<file path="config.mk">
export PLATFORM = sky130hd
export DESIGN_NAME = buddy_block_allocator_core
export DESIGN_NICKNAME = d
export VERILOG_FILES = /design/src/hw/rtl/bba_pkg.sv /design/src/hw/rtl/bba_datapath.sv /design/src/hw/rtl/bba_ctrl.sv /design/src/hw/rtl/buddy_block_allocator_core.sv
export SDC_FILE = /design/constraint.sdc
export NUM_CORES = 1
export LEC_CHECK = 0
export BUFFER_PORTS_ARGS = -buffer_cell sky130_fd_sc_hd__buf_4
export CAP_MARGIN = 20
export CORE_MARGIN = 1.5
export CORE_UTILIZATION = 65
export CTS_BUF_LIST = sky130_fd_sc_hd__clkbuf_16
export CTS_CLUSTER_SIZE = 40
export DETAILED_ROUTE_END_ITERATION = 8
export PLACE_DENSITY = 0.89
export SETUP_SLACK_MARGIN = 0.4
export SLEW_MARGIN = 5
export SYNTH_ARGS = -nofsm -noshare
export SYNTH_HDL_FRONTEND = slang
export SYNTH_SLANG_ARGS = --single-unit
</file>
<file path="constraint.sdc">
create_clock -name clk -period 9.1 [get_ports clk]
set_input_delay 0.91 -clock clk [delete_from_list [all_inputs] [get_ports clk]]
set_output_delay 0.91 -clock clk [all_outputs]
set_load 0.02 [all_outputs]
</file>
<file path="src/hw/rtl/bba_pkg.sv">
`default_nettype none

package bba_pkg;

    localparam int REQ_W = 17;
    localparam int ADDR_W = 16;
    localparam int ORDER_W = 5;
    localparam int HEAP_LOG2_DEFAULT = 16;

    typedef struct packed {
        logic load;
        logic take;
        logic split;
        logic respond;
        logic fail;
    } cmd_t;

    typedef struct packed {
        logic too_big;
        logic found_any;
        logic at_want;
        logic out_free;
    } status_t;

    // Smallest order whose block holds the given number of words.
    function automatic logic [ORDER_W-1:0] size_to_order(input logic [REQ_W-1:0] size);
        logic [REQ_W-1:0] m;
        logic [ORDER_W-1:0] o;
        m = size - REQ_W'(1);
        o = '0;
        if (size > REQ_W'(1))
        begin
            for (int i = 0; i < REQ_W; i++)
            begin
                if (m[i])
                begin
                    o = ORDER_W'(i + 1);
                end
            end
        end
        return o;
    endfunction

endpackage

`default_nettype wire

</file>
<file path="src/hw/rtl/bba_datapath.sv">
`default_nettype none

module bba_datapath #(
    parameter int HEAP_WORDS_LOG2 = bba_pkg::HEAP_LOG2_DEFAULT
) (
    input  wire logic                           clk,
    input  wire logic                           rst_n,
    input  wire logic [bba_pkg::REQ_W-1:0]      request_size,
    input  wire logic                           rsp_stall,
    input  wire bba_pkg::cmd_t                  cmd,
    output bba_pkg::status_t                    status,
    output logic                                rsp_valid,
    output logic [bba_pkg::ADDR_W-1:0]          block_address,
    output logic                                alloc_fail
);

    localparam int NORD = HEAP_WORDS_LOG2 + 1;
    localparam int IDX_W = $clog2(NORD);
    localparam int BASE_W = HEAP_WORDS_LOG2;

    logic [NORD-1:0]               valid_reg;
    logic [NORD-1:0]               valid_next;
    logic [BASE_W-1:0]             base_mem_reg [NORD];
    logic [bba_pkg::ORDER_W-1:0]   want_reg;
    logic [bba_pkg::ORDER_W-1:0]   want_next;
    logic                          big_reg;
    logic                          big_next;
    logic [IDX_W-1:0]              idx_reg;
    logic [IDX_W-1:0]              idx_next;
    logic [BASE_W-1:0]             base_reg;
    logic [BASE_W-1:0]             base_next;
    logic                          rsp_valid_reg;
    logic                          rsp_valid_next;
    logic [bba_pkg::ADDR_W-1:0]    addr_reg;
    logic [bba_pkg::ADDR_W-1:0]    addr_next;
    logic                          oom_reg;
    logic                          oom_next;

    logic [NORD-1:0]               cand;
    logic                          found_any;
    logic [IDX_W-1:0]              found_idx;
    logic [IDX_W-1:0]              idx_m1;
    logic [bba_pkg::ORDER_W-1:0]   req_order;

    assign req_order = bba_pkg::size_to_order(request_size);
    assign idx_m1 = idx_reg - IDX_W'(1);

    always_comb
    begin
        for (int i = 0; i < NORD; i++)
        begin
            cand[i] = valid_reg[i] && (32'(want_reg) <= 32'(i));
        end
        found_any = |cand;
        found_idx = '0;
        for (int i = NORD - 1; i >= 0; i--)
        begin
            if (cand[i])
            begin
                found_idx = IDX_W'(i);
            end
        end
    end

    assign status.too_big = big_reg;
    assign status.found_any = found_any;
    assign status.at_want = (bba_pkg::ORDER_W'(idx_reg) == want_reg);
    assign status.out_free = !rsp_valid_reg || !rsp_stall;

    always_comb
    begin
        valid_next = valid_reg;
        want_next = want_reg;
        big_next = big_reg;
        idx_next = idx_reg;
        base_next = base_reg;
        rsp_valid_next = rsp_valid_reg && rsp_stall;
        addr_next = addr_reg;
        oom_next = oom_reg;
        if (cmd.load)
        begin
            want_next = req_order;
            big_next = (32'(req_order) > 32'(HEAP_WORDS_LOG2));
        end
        if (cmd.take)
        begin
            valid_next[found_idx] = 1'b0;
            base_next = base_mem_reg[found_idx];
            idx_next = found_idx;
        end
        if (cmd.split)
        begin
            valid_next[idx_m1] = 1'b1;
            base_next = base_reg + (BASE_W'(1) << idx_m1);
            idx_next = idx_m1;
        end
        if (cmd.respond)
        begin
            rsp_valid_next = 1'b1;
            oom_next = cmd.fail;
            addr_next = cmd.fail ? '0 : bba_pkg::ADDR_W'(base_reg);
        end
    end

    always_ff @(posedge clk or negedge rst_n)
    begin
        if (!rst_n)
        begin
            valid_reg <= NORD'(1) << HEAP_WORDS_LOG2;
            for (int i = 0; i < NORD; i++)
            begin
                base_mem_reg[i] <= '0;
            end
            want_reg <= '0;
            big_reg <= 1'b0;
            idx_reg <= '0;
            base_reg <= '0;
            rsp_valid_reg <= 1'b0;
            addr_reg <= '0;
            oom_reg <= 1'b0;
        end
        else
        begin
            valid_reg <= valid_next;
            if (cmd.split)
            begin
                base_mem_reg[idx_m1] <= base_reg;
            end
            want_reg <= want_next;
            big_reg <= big_next;
            idx_reg <= idx_next;
            base_reg <= base_next;
            rsp_valid_reg <= rsp_valid_next;
            addr_reg <= addr_next;
            oom_reg <= oom_next;
        end
    end

    assign rsp_valid = rsp_valid_reg;
    assign block_address = addr_reg;
    assign alloc_fail = oom_reg;

    a_split_above_zero: assert property (@(posedge clk) disable iff (!rst_n)
        cmd.split |-> idx_reg != '0)
        else $error("split requested at order zero");

    a_take_needs_block: assert property (@(posedge clk) disable iff (!rst_n)
        cmd.take |-> (found_any && !big_reg))
        else $error("take without a free block of sufficient order");

    a_split_leaves_free: assert property (@(posedge clk) disable iff (!rst_n)
        cmd.split |=> valid_reg[$past(idx_m1)])
        else $error("lower half not marked free after split");

    a_oom_zero_address: assert property (@(posedge clk) disable iff (!rst_n)
        (rsp_valid_reg && oom_reg) |-> addr_reg == '0)
        else $error("failed allocation carries a non-zero address");

endmodule

`default_nettype wire

</file>
<file path="src/hw/rtl/bba_ctrl.sv">
`default_nettype none

module bba_ctrl (
    input  wire logic               clk,
    input  wire logic               rst_n,
    input  wire logic               req_valid,
    output logic                    req_stall,
    input  wire bba_pkg::status_t   status,
    output bba_pkg::cmd_t           cmd
);

    localparam logic [1:0] S_IDLE   = 2'd0;
    localparam logic [1:0] S_SEARCH = 2'd1;
    localparam logic [1:0] S_SPLIT  = 2'd2;
    localparam logic [1:0] S_FINISH = 2'd3;

    logic [1:0] state_reg;
    logic [1:0] state_next;
    logic       fail_reg;
    logic       fail_next;

    always_comb
    begin
        state_next = state_reg;
        fail_next = fail_reg;
        cmd = '0;
        case (state_reg)
            S_IDLE:
            begin
                if (req_valid)
                begin
                    cmd.load = 1'b1;
                    state_next = S_SEARCH;
                end
            end
            S_SEARCH:
            begin
                if (status.too_big || !status.found_any)
                begin
                    fail_next = 1'b1;
                    state_next = S_FINISH;
                end
                else
                begin
                    cmd.take = 1'b1;
                    fail_next = 1'b0;
                    state_next = S_SPLIT;
                end
            end
            S_SPLIT:
            begin
                if (status.at_want)
                begin
                    state_next = S_FINISH;
                end
                else
                begin
                    cmd.split = 1'b1;
                end
            end
            S_FINISH:
            begin
                if (status.out_free)
                begin
                    cmd.respond = 1'b1;
                    cmd.fail = fail_reg;
                    state_next = S_IDLE;
                end
            end
            default:
            begin
                state_next = S_IDLE;
            end
        endcase
    end

    always_ff @(posedge clk or negedge rst_n)
    begin
        if (!rst_n)
        begin
            state_reg <= S_IDLE;
            fail_reg <= 1'b0;
        end
        else
        begin
            state_reg <= state_next;
            fail_reg <= fail_next;
        end
    end

    assign req_stall = (state_reg != S_IDLE);

    a_respond_when_free: assert property (@(posedge clk) disable iff (!rst_n)
        cmd.respond |-> status.out_free)
        else $error("result written while the output register is held");

    a_load_then_search: assert property (@(posedge clk) disable iff (!rst_n)
        cmd.load |=> state_reg == S_SEARCH)
        else $error("accepted request did not start a search");

    a_fail_no_split: assert property (@(posedge clk) disable iff (!rst_n)
        (state_reg == S_SEARCH && status.too_big) |=> state_reg == S_FINISH && fail_reg)
        else $error("oversized request not reported as out of memory");

endmodule

`default_nettype wire

</file>
<file path="src/hw/rtl/buddy_block_allocator_core.sv">
// Allocation-only buddy allocator over a heap of 2^HEAP_WORDS_LOG2 words.
// Request channel: req_valid, req_stall and request_size. A transfer takes
// place at a rising edge with req_valid high and req_stall low. The size is
// rounded up to a power of two; a size of zero is served as one word.
// Result channel: rsp_valid, rsp_stall, block_address and alloc_fail.
// Exactly one result follows each request. On failure the address is zero.
// One request is handled at a time. A request is loaded; the order search,
// which is combinational, then takes the smallest free block of sufficient
// order or flags a failure, and the splitting loop halves that block, one
// order per cycle, down to the requested order before the result is written.
// The next request can be taken in the cycle after the result is written.
// A stalled result is held in the output register; the block completes the
// current request and then waits before writing the next result.
// Reset leaves one free block covering the whole heap at address zero.
`default_nettype none

module buddy_block_allocator_core #(
    parameter int HEAP_WORDS_LOG2 = bba_pkg::HEAP_LOG2_DEFAULT
) (
    input  wire logic                       clk,
    input  wire logic                       rst_n,
    input  wire logic                       req_valid,
    output logic                            req_stall,
    input  wire logic [bba_pkg::REQ_W-1:0]  request_size,
    output logic                            rsp_valid,
    input  wire logic                       rsp_stall,
    output logic [bba_pkg::ADDR_W-1:0]      block_address,
    output logic                            alloc_fail
);

    bba_pkg::cmd_t    cmd;
    bba_pkg::status_t status;

    bba_ctrl u_ctrl (
        .clk       (clk),
        .rst_n     (rst_n),
        .req_valid (req_valid),
        .req_stall (req_stall),
        .status    (status),
        .cmd       (cmd)
    );

    bba_datapath #(
        .HEAP_WORDS_LOG2 (HEAP_WORDS_LOG2)
    ) u_datapath (
        .clk           (clk),
        .rst_n         (rst_n),
        .request_size  (request_size),
        .rsp_stall     (rsp_stall),
        .cmd           (cmd),
        .status        (status),
        .rsp_valid     (rsp_valid),
        .block_address (block_address),
        .alloc_fail    (alloc_fail)
    );

endmodule

`default_nettype wire
</file>
==> results.md, run 1 <==
- Clk pin slew, worst setup/hold paths: 0.07 ns
- Synth Area in XOR/XNOR: 0.00934
- Seq pwr share: 0.311
- Synth Area in Adders: 0.0208
- Worst path slowest cell: dfrtp_1
- CTS tree: done
- Initial antenna violation count: 0
- FP Rows: 60
- Mapped Area: 17800 um2
- Post-synth EDFFs: 0
- Vias: 13800
- Pre-CTS setup slack: 4.98 ns
- Clk_lat worst skew: 0.53 ns
- Post-synthesis simple-gate area fraction: 0.127
- Worst reg-to-reg path cell count: 19
- All-Layer GR Usage: 0.347
- Setup Viol. Count Final: 0
- Final WL: 48.7 mm
- HPWL Detailed: 30.4 mm
- Fillers: 1802
- Clock tree buffer depth: 3
- Maxcap violations: 0
- Status: finished clean
- I/O Buffers: 39
- CTS root buf: clkbuf_16
- RSZ-0062 raised after global routing: no
- Max Freq: 228 MHz
- Cells along the critical path: inv_1 > ha_1 > nand2b_1 > nand2_1 > nor3b_2 > and2_1 > ha_1 > inv_1 > fa_1 > nor2b_1 > o21a_1 > o21ai_0 > a211oi_1 > o31ai_1 > nand2b_1 > a21oi_1 > o211ai_1 > xor2_1 > o221a_2
- I/O Pins: 40
- Mapped Cells: 1640
- Grt peak-use layer: met2
- DRC: 0
- Final Cycle Share: 0.482
- Number of global-route vias before repair: 13800
- Syn Area/Cell: 10.9 um2
- Critical path arrival: 4.80 ns
- Cell variety after synth: 89
- Starting Density: 0.661
- Layout cells sized above 1: 0.262
- Top cell family by delay on the critical path: compound AO/OA/AOI/OAI gates
- Final hold violation count: 0
- Internal power: 4.28 mW
- Avg WL per Cell: 24.5 um
- Hold buffer count at cts: 0
- RR Endpoint: u_datapath.base_reg[14]
- H-tree Lvls: 2
- Detail Route Antenna Nets: 0
- Max reg flops: 272
- Ys flop type: dfrtp_1
- Cell with the most instances after synthesis: dfrtp_1
- 1st-iter DRT viols: 1700
- Global route overflow: 0
- Vias per cell: 6.94
- Leakage: 9.09 nW
- Area share of the largest cell type after synthesis: 0.472
- First drt pass iteration count: 6
- Synth top area cells: dfrtp_1 47%, mux2_2 17%, nand2_1 4.3%
- CP Data Required Time: 9.52 ns
- Final #Nets: 1675
- Post-synthesis mux area share: 0.192
- Clock sink count: 337
- Compound-Gate Fraction of Synth Area: 0.141
- CP max stage delay: 0.46 ns
- Top post-synthesis cells by count: 336 x dfrtp_1, 270 x mux2_2, 203 x nand2_1
- Synth Warn #: 0
- Final Wtd Congestion: 0.948
- Antenna fix cells: 0
- Syn Nets: 1690
- Global-route wire length before repair: 76.6 mm
- Path type of the worst setup path: reg2reg
- Peak supply drop: 0.000388 V
- Die H: 169 um
- Clk pwr share: 0.175
- Worst slew pin tran: 1.20 ns
- Met3 GRT Util: 0.0744
- Non-filler cells in the finished layout: 1991
- R2R setup slack: 4.72 ns
- Sequential element share of the synthesized area: 0.473
- Area grow syn2layout: 8.98%
- Fraction of registers with async set/reset: 1.00
- CP endpoint kind: flop
- # Post-CTS Setup Buffers: 0
- Slew HR: 0.201
- Met2 GRT Util: 0.546
- Hold crit path type: in2async
- Largest net degree at the start of global routing: 114
- DIE AREA: 28400 um2
- Setup TNS: 0 ns
- Final worst path period need: 4.38 ns
- CTS Buf Count: 36
- Largest family of logic cells by synthesized area: multiplexers
- Critical path fanouts, max: 8
- Logic gate share of total power: 0.514
- RR Startpoint: u_datapath.idx_reg[0]
- Startpoint type of the worst setup path: flop
- Switch share: 0.471
- Post-cts resize count: 0
- Core area: 27000 um2
- Synth area leader: dfrtp_1
- Switching power: 3.81 mW
- Slew Viols, Final: 0
- Placed Cells: 1927
- Met1 Usage GRT: 0.461
- Worst Skew: 0.0222 ns
- Synth Register Bits: 337
- Crit path buffers/inverters: 2
- Fin worst setup slack: 4.72 ns
- Die width: 169 um
- Pwr/cell area: 417 nW/um2
[power groups by stage]
stage | combinational [mW] | clock [mW] | sequential (mW)
global placement | 3.87 | 0 | 2.47
global route | 4.40 | 1.48 | 2.57
finish | 4.15 | 1.41 | 2.52
floorplan | 3.05 | 0 | 2.26
detailed placement | 3.98 | 0 | 2.51
CTS | 4.04 | 1.42 | 2.49
[through the flow]
step	total power, mW	instance area, um2	util	hold WS (ns)
5_1_grt	8.45	19400	0.720	0.492
2_1_floorplan	5.31	17800	-	0.437
3_3_place_gp	6.34	18200	0.676	0.452
4_1_cts	7.95	19400	0.719	0.476
3_5_place_dp	6.49	18300	0.678	0.468
6_report	8.09	19400	0.720	0.411
[area by class of cell]
cell class | count | area (um2) | share of cell area
Clock buffer | 38 | 951 | 0.0490
Clock inverter | 25 | 170 | 0.00877
Inverter | 19 | 71.3 | 0.00367
Multi-Input combinational cell | 1158 | 8760 | 0.451
Sequential cell | 337 | 8430 | 0.434
Tap cell | 341 | 427 | 0.0220
Timing Repair Buffer | 73 | 603 | 0.0311
[routing by layer]
layer,up-vias,routed length (um)
met5,-,0
met4,0,2200
met3,170,4570
met2,764,22600
met1,6949,19400
li1,5939,-
[logic make-up (layout without fill, tap and decap cells)]
logic type      Yosys count  count (layout)
simple gates            460             460
compound gates          344             344
flops                   337             337
mux                     306             306
buf+inv                 145             155
fa+ha+maj                29              29
xor+xnor                 19              19
[worst max path at each step]
| stage | startpoint | endpoint | slack [ns] | cells after the start |
|---|---|---|---|---|
| 6_report | u_datapath.idx_reg[0] | u_datapath.base_reg[14] | 4.72 | 19 |
| 5_1_grt | u_datapath.idx_reg[0] | u_datapath.base_reg[14] | 4.47 | 19 |
| 4_1_cts | u_datapath.idx_reg[0] | u_datapath.base_reg[14] | 4.92 | 17 |
| 3_5_place_dp | u_datapath.idx_reg[0] | u_datapath.base_reg[14] | 4.98 | 19 |
| 3_3_place_gp | u_datapath.idx_reg[0] | u_datapath.base_reg[14] | 5.12 | 19 |
| 2_1_floorplan | u_datapath.idx_reg[0] | u_datapath.base_reg[14] | 5.48 | 17 |
[cells in the final DEF, fill, tap and decap left out, drive strengths merged, types with 10 or more instances in the layout]
master and n:
a211oi 54, a21oi 39, a221oi 17, a311oi 20
a31oi 27, and2 53, and3 14, buf 73
clkbuf 38, dfrtp 336, ha 28, inv 32
mux2 276, mux2i 30, nand2 203, nand2b 36
nand3 39, nor2 45, nor2b 11, nor3 28
o211ai 13, o21ai 85, o22ai 10, o31ai 10
xnor2 11
Note: power is estimated with default switching activity, not from simulation.
==> run 2, diff against run 1 <==
- CORE_UTILIZATION: 65 -> 63
- PLACE_DENSITY: 0.89 -> 0.87
- clock period: 9.1 -> 4.45 ns (I/O delays scaled with it)
==> results.md, run 2 (synthesis gave the netlist of run 1 again) <==
- Hold crit path type: in2async
- Critical path fanouts, max: 7 (-1)
- Pwr/cell area: 863 nW/um2 (+110%)
- Vias: 13900 (+0.34%)
- Final WL: 49.7 mm (+2.0%)
- Non-filler cells in the finished layout: 2061 (+3.5%)
- FP Rows: 61 (+1.7%)
- Worst Skew: 0.0181 ns (-0.00404 ns)
- Initial antenna violation count: 0 (unchanged)
- CTS root buf: clkbuf_16
- RSZ-0062 raised after global routing: no
- DIE AREA: 29300 um2 (+3.1%)
- Most common cell after layout, fill and taps aside: dfrtp_1
- CP endpoint kind: flop
- Clock tree buffer depth: 3 (unchanged)
- Clk_lat worst skew: 0.53 ns (about the same)
- CP Data Required Time: 4.82 ns (-4.70 ns)
- Max reg flops: 272 (unchanged)
- Failing checks: hold timing
- Worst slew pin tran: 1.04 ns (-0.159 ns)
- Critical path arrival: 4.29 ns (-0.51 ns)
- Placed Area: 18600 um2 (+1.9%)
- Layout cells sized above 1: 0.282 (+0.0204)
- Slew Viols, Final: 0 (unchanged)
- H-tree Lvls: 2 (unchanged)
- Clk pin slew, worst setup/hold paths: 0.07 ns (about the same)
- Area grow syn2layout: 10.9%
- Die H: 171 um (+1.5%)
- Status: finished, violations left
- Final total power: 17.1 mW (+110%)
- Final Cycle Share: 0.879 (+0.398)
- Final hold violation count: 8 (+8)
- I/O Buffers: 39 (unchanged)
- Final Wtd Congestion: 0.952 (+0.45%)
- Placed Cells: 1995 (+3.5%)
- Largest net degree at the start of global routing: 118 (+3.5%)
- Setup Viol. Count Final: 0 (unchanged)
- Detail Route Antenna Nets: 0 (unchanged)
- Path type of the worst setup path: reg2reg
- Clock sink count: 337 (unchanged)
- First drt pass iteration count: 8 (+2)
- Final Cell Area: 19800 um2 (+1.8%)
- Core area: 27800 um2 (+3.1%)
- Slew HR: 0.307 (+0.106)
- Avg WL per Cell: 24.1 um (-1.5%)
- I/O Pins: 40 (unchanged)
- HPWL Detailed: 31.1 mm (+2.3%)
- All-Layer GR Usage: 0.348 (+0.000517)
- Final #Nets: 1707 (+1.9%)
- Global-route wire length before repair: 77.8 mm (+1.6%)
- CTS Buf Count: 35 (-2.8%)
- Maxcap violations: 0 (unchanged)
- Starting Density: 0.641 (-0.0198)
- Max Freq: 256 MHz (+12%)
- 1st-iter DRT viols: 1532 (-9.9%)
- Final worst path period need: 3.91 ns (-0.469 ns)
- Setup TNS: 0 ns (unchanged)
- Global route overflow: 0 (unchanged)
- Vias per cell: 6.73 (-3.1%)
- Peak supply drop: 0.000663 V (+71%)
- Startpoint type of the worst setup path: flop
- Antenna fix cells: 0 (unchanged)
- DRC: 0 (unchanged)
- Leakage: 9.24 nW (+1.7%)
- Commonest non-fill, non-tap cells in the layout: 334 x dfrtp_1, 270 x mux2_2, 203 x nand2_1, 96 x buf_4, 77 x o21ai_0
- CTS tree: done
- Number of global-route vias before repair: 14000 (+1.1%)
- Final hold slack: -0.00360 ns (-0.414 ns)
- Die width: 171 um (+1.5%)
-- run 2: metal layers --
layer / share of wire / global-route usage
met2: 0.46 / 0.561
met4: 0.050 / 0.171
met1: 0.38 / 0.448
met3: 0.10 / 0.0736
met5: 0 / 0
-- run 2: stage by stage --
step | utilization | worst slack [ns]
6_report | 0.711 | 0.537
2_1_floorplan | - | 0.833
4_1_cts | 0.708 | 0.426
5_1_grt | 0.711 | 0.361
3_3_place_gp | 0.670 | 0.568
3_5_place_dp | 0.670 | 0.453
-- run 2: where the power goes --
group,total [mW],switching (mW),internal (mW)
clock,2.76,1.23,1.53
combinational,9.18,5.71,3.47
sequential,5.12,1.03,4.09
-- run 2: critical path, stage by stage (launching register included) --
cell and delay [ns]:
dfrtp_2 0.46, inv_1 0.13, ha_2 0.23, nand2b_1 0.17, nand2_1 0.13, nor3b_4 0.27, nand2_1 0.14, inv_1 0.10
ha_1 0.24, a211o_1 0.30, o211ai_1 0.16, a211oi_1 0.18, o31ai_2 0.40, o2111ai_1 0.18, a21oi_1 0.20, xnor2_1 0.17
nand2_1 0.08, a21oi_1 0.15, a211oi_1 0.08
-- run 2: final cells by class --
class	instances	area [um2]
multi-input combinational	1158	8790
tap	378	473
fill	1954	8030
clock inverter	27	156
timing repair buffer	106	923
sequential	337	8440
clock buffer	36	901
inverter	19	71.3
-- run 2: timing repair --
| action | 4_1_cts | 5_1_grt |
|---|---|---|
| endpoints found under the setup margin | 0 | 6 |
| hold buffers | 0 | 0 |
| gates resized for setup | 0 | 11 |
| setup buffers | 0 | 2 |
-- run 2: final timing paths --
path                                        startpoint                            to  slack [ns]  cells after the start
setup reg to reg                 u_datapath.idx_reg[0]       u_datapath.base_reg[15]        0.54                     18
min in group clk                             rsp_stall          u_datapath.rsp_valid        0.16                      3
hold / removal                                   rst_n  u_datapath.base_mem_reg[195]      -0.004                      1
hold reg to reg            u_datapath.block_address[2]   u_datapath.block_address[2]        0.48                      2
setup / recovery                 u_datapath.idx_reg[0]       u_datapath.base_reg[15]        0.54                     18
max in group asynchronous                        rst_n  u_datapath.base_mem_reg[170]        3.33                      2
==> run 3, diff against run 2 <==
- ABC_AREA: unset -> 1
==> results.md, run 3 <==
- RR Startpoint: u_datapath.idx_reg[1]
- CTS tree: done
- Fraction of registers with async set/reset: 1.00 (unchanged)
- 1st-iter DRT viols: 2077 (+36%)
- Die H: 165 um (-3.6%)
- Detail Route Antenna Nets: 0 (unchanged)
- Critical path arrival: 4.18 ns (-0.11 ns)
- Synth top area cells: dfrtp_1 51%, nand2_1 15%, o21ai_0 11%
- Top routing layer in use: met4
- Die width: 165 um (-3.6%)
- Syn Nets: 2148 (+27%)
- Setup Viol. Count Final: 0 (unchanged)
- Most common cell after layout, fill and taps aside: nand2_1
- Critical path fanouts, max: 5 (-2)
- CP Data Required Time: 4.86 ns (+0.04 ns)
- Vias: 15000 (+8.4%)
- DRC: 0 (unchanged)
- Number of global-route vias before repair: 14400 (+2.9%)
- Mapped Area: 16500 um2 (-7.1%)
- Slew HR: 0.451 (+0.143)
- Avg WL per Cell: 19.5 um (-19%)
- Cell variety after synth: 47 (-47%)
- Register area: 8430 um2 (about the same)
- All-Layer GR Usage: 0.358 (+0.0104)
- Global-route wire length before repair: 74.7 mm (-4.0%)
- Initial antenna violation count: 1 (+1)
- Final Cycle Share: 0.846 (-0.0330)
- Largest net degree at the start of global routing: 102 (-14%)
- Max reg flops: 272 (unchanged)
- H-tree Lvls: 2 (unchanged)
- CP endpoint kind: flop
- Cell with the most instances after synthesis: nand2_1
- Final worst path period need: 3.77 ns (-0.147 ns)
- Clock tree buffer depth: 3 (unchanged)
- Maxcap violations: 0 (unchanged)
- Ys flop type: dfrtp_1
- Final #Nets: 2158 (+26%)
- FP Rows: 59 (-3.3%)
- Slew Viols, Final: 0 (unchanged)
- Global route overflow: 0 (unchanged)
- DIE AREA: 27200 um2 (-7.0%)
- Synth area leader: dfrtp_1
- Syn Area/Cell: 7.89 um2 (-27%)
- Metal-1 WL: 18.1 mm (-4.6%)
- Post-synth EDFFs: 0 (unchanged)
- Commonest non-fill, non-tap cells in the layout: 650 x nand2_1, 354 x o21ai_0, 336 x dfrtp_1, 178 x inv_1, 115 x a21oi_1
- Core area: 25900 um2 (-6.7%)
- Worst Skew: 0.0190 ns (+0.000876 ns)
- Mapped Cells: 2098 (+28%)
- Fin worst setup slack: 0.684 ns (+0.147 ns)
- Area share of the largest cell type after synthesis: 0.508 (+0.0362)
- Area grow syn2layout: 10.9% (about the same)
- CTS root buf: clkbuf_16
- Starting Density: 0.639 (-0.00263)
- Met3 routed wirelength: 5.78 mm (+12%)
- Top post-synthesis cells by count: 651 x nand2_1, 357 x o21ai_0, 336 x dfrtp_1
- I/O Pins: 40 (unchanged)
- Antenna fix cells: 0 (unchanged)
- Sequential element share of the synthesized area: 0.510 (+0.0363)
- Hold crit path type: in2async
- Max Freq: 266 MHz (+3.9%)
- Clock sink count: 337 (unchanged)
- Startpoint type of the worst setup path: flop
- First drt pass iteration count: 7 (-1)
- Final Wtd Congestion: 0.951 (-0.12%)
- Status: finished, violations left
- Clk pin slew, worst setup/hold paths: 0.06 ns (about the same)
- Met2 routed WL: 21.4 mm (-7.2%)
- Worst slew pin tran: 0.819 ns (-0.220 ns)
- Failing checks: hold timing
- CTS Buf Count: 36 (+2.9%)
- HPWL Detailed: 28.9 mm (-7.1%)
- Pre-CTS setup slack: 0.0650 ns (-0.388 ns)
- RSZ-0062 raised after global routing: no
- Synth Warn #: 0 (unchanged)
- Vias per cell: 6.10 (-9.4%)
- Final hold slack: -0.0101 ns (-0.00652 ns)
- Layout cells sized above 1: 0.0798 (-0.202)
- Multi-input gate area: 6910 um2 (-21%)
- Synth Register Bits: 337 (unchanged)
- Clk_lat worst skew: 0.53 ns (about the same)
- Setup crit start: u_datapath.idx_reg[1]
- Setup TNS: 0 ns (unchanged)
- Final WL: 48.0 mm (-3.3%)
- I/O Buffers: 39 (unchanged)
- Final hold violation count: 11 (+3)
- Path type of the worst setup path: reg2reg
- Fillers: 1953 (-0.051%)
-- run 3: cell types whose count changed in the layout (fill, tap and decap cells not counted), sizes merged, moves of 54 or more --
cell,previous run,this run
mux2,276,0
a211oi,54,0
a21oi,39,116
nand2,203,658
nor2,45,108
o21ai,85,367
inv,31,192
-- run 3: kinds of logic (layout without fill, tap and decap cells) --
| family | Yosys count | after routing | share of synthesized area |
|---|---|---|---|
| simple gates | 887 | 887 | 0.218 |
| compound gates | 509 | 509 | 0.158 |
| flops | 337 | 337 | 0.510 |
| buf+inv | 303 | 336 | 0.0743 |
| xor+xnor | 33 | 33 | 0.0175 |
| fa+ha+maj | 29 | 29 | 0.0224 |
-- run 3: per-layer routing --
layer	vias to the layer above	track usage
li1	6788	-
met1	7090	0.465
met2	919	0.553
met3	240	0.0884
met4	0	0.201
met5	-	0
-- run 3: through the flow --
step | instances | hold WS (ns) | utilization | cell area [um2]
final | 2466 | -0.0101 | 0.708 | 18400
after global routing | 2466 | 0.0446 | 0.708 | 18400
after CTS | 2460 | 0.00395 | 0.705 | 18300
after detailed placement | 2397 | 0.473 | 0.662 | 17200
after global placement | 2397 | 0.466 | 0.662 | 17200
after floorplan | 2098 | 0.149 | - | 16500
-- run 3: area by class of cell --
class	count	area share
flip-flops and latches	337	0.460
multi-input cells	1458	0.377
clock buffers	37	0.0505
repair buffers	86	0.0424
inverters	189	0.0388
well taps	335	0.0228
clock inverters	24	0.00927
-- run 3: worst max-delay path, cell delays in order, from the launching register on --
cell	delay (ns)
dfrtp_1	0.40
inv_2	0.10
ha_2	0.19
nand3_1	0.09
xor2_1	0.18
inv_1	0.10
nor2_2	0.15
nand2_2	0.11
nor2_2	0.15
ha_1	0.15
inv_1	0.06
fa_2	0.36
o21ai_2	0.15
nand2_1	0.07
nand2_1	0.06
a21oi_1	0.09
o21ai_2	0.17
a21oi_2	0.08
o21ai_2	0.16
a21oi_1	0.09
o21bai_1	0.20
buf_4	0.15
xor2_1	0.15
a21oi_1	0.08
nand2_1	0.10
nand2_1	0.05
-- run 3: timing repair --
action                     in CTS  in global routing
buffers inserted                2                  6
gates resized for setup         5                 10
setup endpoints to repair       2                  3
pin swaps                       1                  7
hold buffers                    0                  0
-- run 3: final timing paths --
check	to	slack (ns)	cells after the start
max	u_datapath.base_reg[12]	0.68	25
min	u_datapath.want_reg[1]	-0.01	1
max reg2reg	u_datapath.base_reg[12]	0.68	25
min reg2reg	u_datapath.block_address[2]	0.48	2
max in group asynchronous	u_datapath.base_mem_reg[25]	3.46	2
min in group clk	u_datapath.rsp_valid	0.17	3
Power of run 3 is not shown: default switching activity piles up to over one toggle a cycle in this logic, so the estimate is an artifact.
